## config.mk

```make
export PLATFORM = sky130hd
export DESIGN_NAME = rect_remainder_hit_floor_unit
export DESIGN_NICKNAME = d
export VERILOG_FILES = /design/src/sv/rrhf_pkg.sv /design/src/sv/rrhf_slice.sv /design/src/sv/rrhf_pick.sv /design/src/sv/rect_remainder_hit_floor_unit.sv
export SDC_FILE = /design/constraint.sdc
export NUM_CORES = 2
export LEC_CHECK = 0
export BUFFER_PORTS_ARGS = -buffer_cell sky130_fd_sc_hd__clkbuf_2
export CORE_MARGIN = 2
export CORE_UTILIZATION = 30
export CTS_CLUSTER_SIZE = 24
export DETAILED_ROUTE_END_ITERATION = 12
export PLACE_DENSITY = 0.57
export SLEW_MARGIN = 20
export SYNTH_ARGS = -nofsm -noshare
export SYNTH_HDL_FRONTEND = slang
export SYNTH_SLANG_ARGS = --single-unit
```

## constraint.sdc

```tcl
create_clock -name clk -period 16.5 [get_ports clk]
set_input_delay 3.3 -clock clk [delete_from_list [all_inputs] [get_ports clk]]
set_output_delay 3.3 -clock clk [all_outputs]
set_load 0.01 [all_outputs]
```

## src/sv/rrhf_pkg.sv

```systemverilog
// ----------------------------------------------------------------------------
// rrhf_pkg: shared types and constants for the rectangle remainder unit
// Coordinate, rectangle, area and beat types, plus the zero rectangle and the
// width helper used by both datapath stages.
// ----------------------------------------------------------------------------
package rrhf_pkg;

  // Coordinate width of all rectangle corners
  localparam int COORD_BITS = 16;
  // Width/height of an inclusive rectangle spans up to 2^COORD_BITS either way
  localparam int DIM_W      = COORD_BITS + 2;
  // Exact signed product of two dimensions
  localparam int AREA_W     = 2 * DIM_W;
  // Minimum hit-size register
  localparam int FLOOR_BITS = 12;
  // Common width for comparing a dimension against the unsigned floor
  localparam int CMP_W      = (DIM_W > FLOOR_BITS + 1) ? DIM_W : FLOOR_BITS + 1;

  typedef logic signed [COORD_BITS-1:0] coord_t;
  typedef logic signed [DIM_W-1:0]      dim_t;
  typedef logic signed [AREA_W-1:0]     area_t;
  typedef logic        [FLOOR_BITS-1:0] floor_t;

  localparam floor_t FLOOR_RESET = floor_t'(44);
  localparam coord_t COORD_ONE   = coord_t'(1);

  typedef struct packed {
    coord_t left;
    coord_t top;
    coord_t right;
    coord_t bottom;
  } rect_t;

  // Remainder used when the cover leaves no slice of the object
  localparam rect_t ZERO_RECT = '{left: '0, top: '0, right: '1, bottom: '1};

  // Input beat
  typedef struct packed {
    coord_t obj_left;
    coord_t obj_top;
    coord_t obj_right;
    coord_t obj_bottom;
    coord_t cover_left;
    coord_t cover_top;
    coord_t cover_right;
    coord_t cover_bottom;
  } in_item_t;

  // Result beat
  typedef struct packed {
    coord_t rem_left;
    coord_t rem_top;
    coord_t rem_right;
    coord_t rem_bottom;
    logic   clears_floor;
  } out_item_t;

  // One candidate slice with its area
  typedef struct packed {
    logic  vld;
    rect_t rect;
    area_t area;
  } cand_t;

  // Slice order: above, below, left, right
  localparam int NUM_CAND = 4;
  typedef cand_t [NUM_CAND-1:0] cand_set_t;

  // Inclusive width (right - left + 1), exact
  function automatic dim_t span(input coord_t lo, input coord_t hi);
    dim_t lo_d;
    dim_t hi_d;
    lo_d = dim_t'(lo);
    hi_d = dim_t'(hi);
    return hi_d - lo_d + dim_t'(1);
  endfunction

endpackage

```

## src/sv/rrhf_slice.sv

```systemverilog
// ----------------------------------------------------------------------------
// rrhf_slice: overlap test, slice forming and slice areas
// Builds the four candidate slices of the object around the cover and their
// exact signed areas. Without overlap only the first candidate is valid and
// carries the object itself.
// ----------------------------------------------------------------------------
module rrhf_slice (
  input  rrhf_pkg::in_item_t  item,
  output rrhf_pkg::cand_set_t cands
);

  rrhf_pkg::rect_t obj;
  rrhf_pkg::rect_t cov;
  rrhf_pkg::rect_t slice_rect [rrhf_pkg::NUM_CAND];
  logic            slice_vld  [rrhf_pkg::NUM_CAND];
  logic            overlap;

  // Unpack corners
  assign obj = '{left: item.obj_left, top: item.obj_top,
                 right: item.obj_right, bottom: item.obj_bottom};
  assign cov = '{left: item.cover_left, top: item.cover_top,
                 right: item.cover_right, bottom: item.cover_bottom};

  // Inclusive overlap test
  assign overlap = (obj.left <= cov.right) && (cov.left <= obj.right) &&
                   (obj.top <= cov.bottom) && (cov.top <= obj.bottom);

  // Form slices above, below, left and right of the cover
  always_comb begin
    slice_rect[0]        = obj;
    slice_rect[0].bottom = cov.top - rrhf_pkg::COORD_ONE;
    slice_rect[1]        = obj;
    slice_rect[1].top    = cov.bottom + rrhf_pkg::COORD_ONE;
    slice_rect[2]        = obj;
    slice_rect[2].right  = cov.left - rrhf_pkg::COORD_ONE;
    slice_rect[3]        = obj;
    slice_rect[3].left   = cov.right + rrhf_pkg::COORD_ONE;

    slice_vld[0] = cov.top > obj.top;
    slice_vld[1] = cov.bottom < obj.bottom;
    slice_vld[2] = cov.left > obj.left;
    slice_vld[3] = cov.right < obj.right;

    // No overlap: the object passes as the only candidate
    if (!overlap) begin
      slice_rect[0] = obj;
      slice_vld[0]  = 1'b1;
      slice_vld[1]  = 1'b0;
      slice_vld[2]  = 1'b0;
      slice_vld[3]  = 1'b0;
    end
  end

  // One multiplier per candidate
  always_comb begin
    for (int i = 0; i < rrhf_pkg::NUM_CAND; i++) begin
      cands[i].vld  = slice_vld[i];
      cands[i].rect = slice_rect[i];
      cands[i].area =
        rrhf_pkg::area_t'(rrhf_pkg::span(slice_rect[i].left, slice_rect[i].right)) *
        rrhf_pkg::area_t'(rrhf_pkg::span(slice_rect[i].top, slice_rect[i].bottom));
    end
  end

endmodule

```

## src/sv/rrhf_pick.sv

```systemverilog
// ----------------------------------------------------------------------------
// rrhf_pick: largest-slice selection and hit-size check
// Picks the valid candidate with the largest area, earliest on a tie, falls
// back to the zero rectangle, and compares its width and height to the floor.
// ----------------------------------------------------------------------------
module rrhf_pick (
  input  rrhf_pkg::cand_set_t cands,
  input  rrhf_pkg::floor_t    min_hit_size,
  output rrhf_pkg::out_item_t result
);

  rrhf_pkg::cand_t win_lo;
  rrhf_pkg::cand_t win_hi;
  rrhf_pkg::cand_t win;
  rrhf_pkg::rect_t rem;
  logic signed [rrhf_pkg::CMP_W-1:0] rem_w;
  logic signed [rrhf_pkg::CMP_W-1:0] rem_h;
  logic signed [rrhf_pkg::CMP_W-1:0] floor_c;

  // Later candidate wins only with a strictly larger area
  function automatic rrhf_pkg::cand_t keep(input rrhf_pkg::cand_t a,
                                           input rrhf_pkg::cand_t b);
    if (b.vld && (!a.vld || (b.area > a.area))) begin
      return b;
    end
    return a;
  endfunction

  // Two-level tournament keeps earliest-wins ordering
  assign win_lo = keep(cands[0], cands[1]);
  assign win_hi = keep(cands[2], cands[3]);
  assign win    = keep(win_lo, win_hi);

  assign rem = win.vld ? win.rect : rrhf_pkg::ZERO_RECT;

  // Hit-size check on the chosen remainder
  assign rem_w   = rrhf_pkg::CMP_W'(rrhf_pkg::span(rem.left, rem.right));
  assign rem_h   = rrhf_pkg::CMP_W'(rrhf_pkg::span(rem.top, rem.bottom));
  assign floor_c = rrhf_pkg::CMP_W'({1'b0, min_hit_size});

  assign result.rem_left     = rem.left;
  assign result.rem_top      = rem.top;
  assign result.rem_right    = rem.right;
  assign result.rem_bottom   = rem.bottom;
  assign result.clears_floor = (rem_w >= floor_c) && (rem_h >= floor_c);

endmodule

```

## src/sv/rect_remainder_hit_floor_unit.sv

```systemverilog
// ----------------------------------------------------------------------------
// rect_remainder_hit_floor_unit: remainder of an object after a cover
// Top level: input register, slice/area stage, pick stage, result register.
// ----------------------------------------------------------------------------
// Usage:
//   in_*  : one beat carries an object and a cover rectangle (inclusive
//           corners). A beat is taken when in_valid is high and in_stall low.
//   out_* : one beat per input beat with the largest remaining slice and the
//           clears_floor flag, taken when out_valid is high and out_stall low.
//   cfg_* : writes min_hit_size (cfg_ready is always high); write only while
//           no beats are in flight.
//   From input acceptance to out_valid a beat passes the input register, the
//   area register (after the four slice multipliers) and the result register.
//   Throughput is one beat per cycle while out_stall is low. Each stage loads
//   when it is empty or its successor moves, so bubbles close up; in_stall
//   rises only when all three stages hold beats and out_stall is high.
//   A stalled result holds its payload while earlier stages keep filling.
//   Reset (rst_n low, synchronous) empties the pipeline and sets
//   min_hit_size to 44.
// ----------------------------------------------------------------------------
module rect_remainder_hit_floor_unit (
  input  logic                  clk,
  input  logic                  rst_n,
  // Input channel
  input  logic                  in_valid,
  output logic                  in_stall,
  input  rrhf_pkg::in_item_t    in_item,
  // Result channel
  output logic                  out_valid,
  input  logic                  out_stall,
  output rrhf_pkg::out_item_t   out_item,
  // Configuration channel
  input  logic                  cfg_valid,
  output logic                  cfg_ready,
  input  rrhf_pkg::floor_t      cfg_min_hit_size
);

  rrhf_pkg::in_item_t  in_item_r;
  logic                in_vld_r;
  rrhf_pkg::cand_set_t cand_nxt;
  rrhf_pkg::cand_set_t cand_r;
  logic                cand_vld_r;
  rrhf_pkg::out_item_t out_nxt;
  rrhf_pkg::out_item_t out_item_r;
  logic                out_vld_r;
  rrhf_pkg::floor_t    floor_r;
  logic                adv_out;
  logic                adv_cand;
  logic                adv_in;

  // Stage advance: load when empty or when the next stage moves
  assign adv_out  = !out_vld_r || !out_stall;
  assign adv_cand = !cand_vld_r || adv_out;
  assign adv_in   = !in_vld_r || adv_cand;

  assign in_stall  = !adv_in;
  assign out_valid = out_vld_r;
  assign out_item  = out_item_r;
  assign cfg_ready = 1'b1;

  // Hold the hit-size floor
  always_ff @(posedge clk) begin
    if (!rst_n) begin
      floor_r <= rrhf_pkg::FLOOR_RESET;
    end else if (cfg_valid && cfg_ready) begin
      floor_r <= cfg_min_hit_size;
    end
  end

  // Valid bits of the three stages
  always_ff @(posedge clk) begin
    if (!rst_n) begin
      in_vld_r   <= 1'b0;
      cand_vld_r <= 1'b0;
      out_vld_r  <= 1'b0;
    end else begin
      if (adv_in) begin
        in_vld_r <= in_valid;
      end
      if (adv_cand) begin
        cand_vld_r <= in_vld_r;
      end
      if (adv_out) begin
        out_vld_r <= cand_vld_r;
      end
    end
  end

  // Payload registers advance with their stage
  always_ff @(posedge clk) begin
    if (adv_in && in_valid) begin
      in_item_r <= in_item;
    end
    if (adv_cand && in_vld_r) begin
      cand_r <= cand_nxt;
    end
    if (adv_out && cand_vld_r) begin
      out_item_r <= out_nxt;
    end
  end

  rrhf_slice u_slice (
    .item  (in_item_r),
    .cands (cand_nxt)
  );

  rrhf_pick u_pick (
    .cands        (cand_r),
    .min_hit_size (floor_r),
    .result       (out_nxt)
  );

  // The input is held off only when every stage is full and the output stalls
  a_stall_full: assert property (@(posedge clk) disable iff (!rst_n)
    in_stall |-> (in_vld_r && cand_vld_r && out_vld_r && out_stall))
    else $error("in_stall raised with room in the pipeline");

  // A new result appears only from a filled area stage
  a_out_source: assert property (@(posedge clk) disable iff (!rst_n)
    $rose(out_vld_r) |-> $past(cand_vld_r))
    else $error("result appeared without a beat in the area stage");

  // A nonzero floor that is cleared implies a non-inverted width
  a_floor_width: assert property (@(posedge clk) disable iff (!rst_n)
    (out_vld_r && out_item_r.clears_floor && (floor_r != '0)) |->
      (out_item_r.rem_right >= out_item_r.rem_left))
    else $error("clears_floor set on an inverted remainder");

  // A configuration write lands in the floor register
  a_cfg_write: assert property (@(posedge clk) disable iff (!rst_n)
    (cfg_valid && cfg_ready) |=> (floor_r == $past(cfg_min_hit_size)))
    else $error("min_hit_size write lost");

endmodule

```

Yosys cells after proc, flatten, opt, wreduce, memory -nomap -nowiden
Cells that the tools add are included.
{ "totals": {"regBits": 532, "out_inout_bits": 68, "input_bits": 145, "word_cells": 110} }
{ "op_classes": {"multipliers": 4, "n_reduce_logical": 24, "n_mux": 11, "n_lt_le_gt_ge": 13, "addsub": 22} }
{ "ops": {"columns": ["operator", "n"], "rows": [
  ["$mux 101", 6],
  ["$sub 16x16->17", 9],
  ["$mul 18x18->36", 4],
  ["$add 17x2->18 const B", 7],
  ["$gt 36x36->1", 3],
  ["$le 16x16->1", 4],
  ["$mux 64", 1],
  ["$add 18x2->18 const B", 2],
  ["$ge 18x13->1", 2],
  ["$add 16x2->16 const B", 2],
  ["$gt 16x16->1", 2],
  ["$lt 16x16->1", 2],
  ["$sub 16x2->16 const B", 2],
  ["$mux 16", 1],
  ["$logic_and 1x1->1", 10],
  ["$logic_not 1->1", 8],
  ["$logic_or 1x1->1", 6],
  ["$mux 1", 3]
]} }

Logic depth before layout (Yosys ltp)
{ "depth": {"depth_word": 15, "mapped_depth": 57, "depth_no_buf": 57} }

Hierarchy
A second synthesis with hierarchy kept.
{ "hier_totals": {"hier_cells": 8402, "hier_area_um2": 85035.3} }
{ "modules_own_cells": {"columns": ["module", "seq_area_each_um2", "n_inst", "area_each_um2", "cells_per_inst"], "rows": [
  ["rrhf_slice", 0.0, 1, 58481.1, 6716],
  ["rect_remainder_hit_floor_unit", 18227.5, 1, 18505.2, 650],
  ["rrhf_pick", 0.0, 1, 8049.0, 1036]
]} }

Worst setup path before layout
Ideal clock, no wire load.
{ "synth_path": {"kind": "input port to flip-flop", "startpoint": "in out_stall", "endpoint": "reg cand_r[0] (netlist bit), enable pin", "setup_ns": 0.952, "required_time_ns": 15.548, "cell_stages": 2, "path_buffers": 0, "setup_slack_ns": -0.135, "t_arrival_ns": 15.682, "path_cell_list": "and3_1 > nor2b_1"} }
{ "synth_via": {"elab_chain_len": 4} }
{ "synth_lines": {"columns": ["element", "line_no", "rtl"], "rows": [
  ["start, declared", "rect_remainder_hit_floor_unit.sv:30", "input logic out_stall,"],
  ["$logic_not 1->1", "rect_remainder_hit_floor_unit.sv:52", "assign adv_out = !out_vld_r || !out_stall;"],
  ["$logic_or 1x1->1", "rect_remainder_hit_floor_unit.sv:52", null],
  ["$logic_or 1x1->1", "rect_remainder_hit_floor_unit.sv:53", "assign adv_cand = !cand_vld_r || adv_out;"],
  ["$logic_and 1x1->1", "rect_remainder_hit_floor_unit.sv:94", "if (adv_cand && in_vld_r) begin"],
  ["end signal, assigned", "rect_remainder_hit_floor_unit.sv:95", "cand_r <= cand_nxt;"],
  ["end, declared", "rect_remainder_hit_floor_unit.sv:41", "rrhf_pkg::cand_set_t cand_r;"]
]} }
Every way passes these cells.
A chain may end at the register's enable or synchronous reset.

==> metrics.md <==
| Metric | Value |
|---|---|
| Outcome | completed |
| Global Route Usage Sum | 0.184 |
| Post-DP HPWL | 196 mm |
| Port Buffer Count | 211 |
| Synth Register Bits | 484 |
| Clock sinks | 484 |
| DR vias/cell | 4.87 |
| Syn Area/Cell | 9.81 um^2 |
| Hold WC Path Type | flop to flop |
| CTS tree | done |
| Area Overhead vs Synth | 10.3% |
| Fin crit period | 14.25 ns |
| Mapped Area | 77,800 um^2 |
| Number of cell rows | 186 |
| Largest net degree at the start of global routing | 185 |
| Synth cell types | 89 |
| Post-CTS repair timing setup buffer count | 0 |
| DR DRC count | 0 |
| TritonCTS Buffers | 57 |
| Slew @ Worst Pin | 1.18 ns |
| Maximum buffer depth of the clock tree | 3 |
| Post-synth EDFFs | 469 |
| Post-Syn Instances | 7,929 |
| Util after Layout | 0.333 |
| Die area | 263,000 um^2 |
| Maximum clock rate | 70.2 MHz |
| RSZ-0062 raised after global routing | no |
| Die H | 513 um |
| Critical path class | flop to flop |
| Vias in the first global route | 60,000 |
| Post-CTS sizing | 0 |
| Slew HR | 0.213 |
| Max cap viols | 0 |
| Critical path arrival | 14.68 ns |
| CP Launch Type | flop |
| Via count | 56,200 |
| I/O pins | 213 |
| Initial Utilization | 0.302 |
| Worst Setup End Kind | flop |
| Routed len/inst | 20.8 um |
| CTS root buf | clkbuf_16 |
| Area after DPL | 83,700 um^2 |
| CP peak stage delay | 0.69 ns |
| Fin. max-slew vios | 0 |
| Synth Net Count | 10,300 |
| Post-DRT Antenna Nets | 0 |
| H-tree levels | 2 |
| Fin crit share | 0.864 |
| GRT Residual Overflow | 0 |
| Maximum fanout along the worst path | 18 |
| Ys flop type | edfxtp_1 |
| Design area | 85,800 um^2 |
| Final setup viols | 0 |
| Share of cells above drive strength 1 | 0.0716 |
| Required time of the critical path | 16.92 ns |
| Worst path slowest cell | a2111oi_0 |
| Final nets | 10,400 |
| Yosys warnings | 0 |
| Hold Worst Slack | 0.459 ns |
| Clk pin slew, worst setup/hold paths | 0.06 ns |
| Final setup TNS | 0 ns |
| Worst-skew pair later-pin latency | 0.70 ns |
| Hold Vio Cnt, Final | 0 |
| Clock skew | 0.0497 ns |
| Global-route wire length before repair | 368 mm |
| Post-synth ARST share | 0 |
| Initial antenna violation count | 20 |
| WL final | 240 mm |
| Iteration count of the initial detailed-routing pass | 7 |
| Total core area | 257,000 um^2 |
| 1st-iter DRT viols | 4,123 |
| Placer Congestion | 0.918 |
| Post-synthesis sequential area ratio | 0.185 |
| Die span in x | 513 um |
| Post-CTS Hold Buffers | 0 |
[kinds of logic after synthesis]
family / synth area share
XOR/XNOR: 0.0419
AO/OA/AOI/OAI: 0.0600
buffers and inverters: 0.0928
multiplexers: 0.0181
adder cells (fa/ha/maj): 0.480
AND/OR/NAND/NOR: 0.123
other: 0.0000482
flip-flops: 0.185
[cells in the final DEF, fill, tap and decap left out, types with 10 or more instances in the layout]
cell,count
o31ai_1,12
clkinv_1,12
nand4_1,41
o21ai_0,146
nand3_1,62
edfxtp_1,469
a211oi_1,25
nor4_1,20
dfxtp_1,15
and4_1,10
xnor2_1,238
a21o_1,63
o211ai_1,12
o21a_1,52
fa_1,1325
ha_1,860
xnor2_2,57
bufinv_16,10
nor2b_1,78
buf_4,114
clkbuf_16,58
and3_1,30
a21oi_1,218
clkbuf_2,211
o21bai_1,67
nor2_1,471
nor3_1,74
diode_2,10
or2_2,43
xor2_1,61
and2_1,165
a31oi_1,14
a2111oi_0,10
inv_1,1698
nand2b_1,77
or3_1,31
nand2_1,979
a21boi_0,17
mux2i_1,129
[sequential cells by signal, indices dropped and copies added, names as in the netlist]
register and flops:
cand_r 276, floor_r 12, in_item_r 128, cand_vld_r 1, out_valid 1, out_item 65, in_vld_r 1
[through the flow]
stage               setup WS, ns  cells
finish                      2.25  11500
global route                1.31  11500
CTS                         2.37  11500
detailed placement          2.38  11400
global placement            2.24  11400
floorplan                   4.81   7929
[synthesized netlist by cell type, drive strengths merged, types with 30 or more instances]
cell type | n | area, um^2
a21o | 63 | 473
nand2 | 979 | 3670
inv | 1698 | 6370
and3 | 30 | 188
clkbuf | 209 | 785
nor2b | 80 | 500
and2 | 165 | 1030
o21a | 53 | 398
nand2b | 77 | 482
nand4 | 43 | 282
o21ai | 147 | 736
xor2 | 70 | 628
xnor2 | 299 | 2630
or3 | 31 | 194
o21bai | 67 | 503
a21oi | 218 | 1090
or2 | 43 | 269
nor3 | 78 | 417
fa | 1326 | 26500
edfxtp | 469 | 14100
nand3 | 62 | 310
ha | 860 | 10800
mux2i | 132 | 1340
nor2 | 472 | 1770
[critical path: cells and delay by family, from the launching register on]
family / cells / cell delay [ns]
adder cells (fa/ha/maj): 11 / 4.38
AND/OR/NAND/NOR: 11 / 1.37
multiplexers: 1 / 0.40
flip-flops: 1 / 0.39
AO/OA/AOI/OAI: 25 / 6.48
XOR/XNOR: 2 / 0.27
buffers and inverters: 5 / 0.71
[final cells by class]
| cell class | count | area (um^2) |
|---|---|---|
| Antenna cell | 10 | 25.0 |
| Clock buffer | 64 | 1470 |
| Clock inverter | 44 | 551 |
| Fill cell | 26300 | 172000 |
| Inverter | 1700 | 6380 |
| Multi-Input combinational cell | 5525 | 56800 |
| Sequential cell | 484 | 14400 |
| Tap cell | 3384 | 4230 |
| Timing Repair Buffer | 327 | 1960 |
[path summary, 6_finish.rpt]
check,startpoint,to,slack [ns],cells after the start
worst min register to register,in_item_r[81],cand_r[356],0.46,0
worst max-delay path,in_item_r[81],cand_r[34],2.25,55
worst min-delay path,in_item_r[81],cand_r[356],0.46,0
worst max register to register,in_item_r[81],cand_r[34],2.25,55
[routing by layer]
layer / vias to the layer above / GRT usage / share of wire
li1: 25100 / - / -
met2: 1833 / 0.315 / 0.49
met4: 18 / 0.0806 / 0.051
met5: - / 0 / 0.00043
met3: 435 / 0.0245 / 0.059
met1: 28800 / 0.231 / 0.40
Power is left out: the tool's default activity adds up to more than one toggle a clock period on the data nets, which glitch-free logic cannot reach.
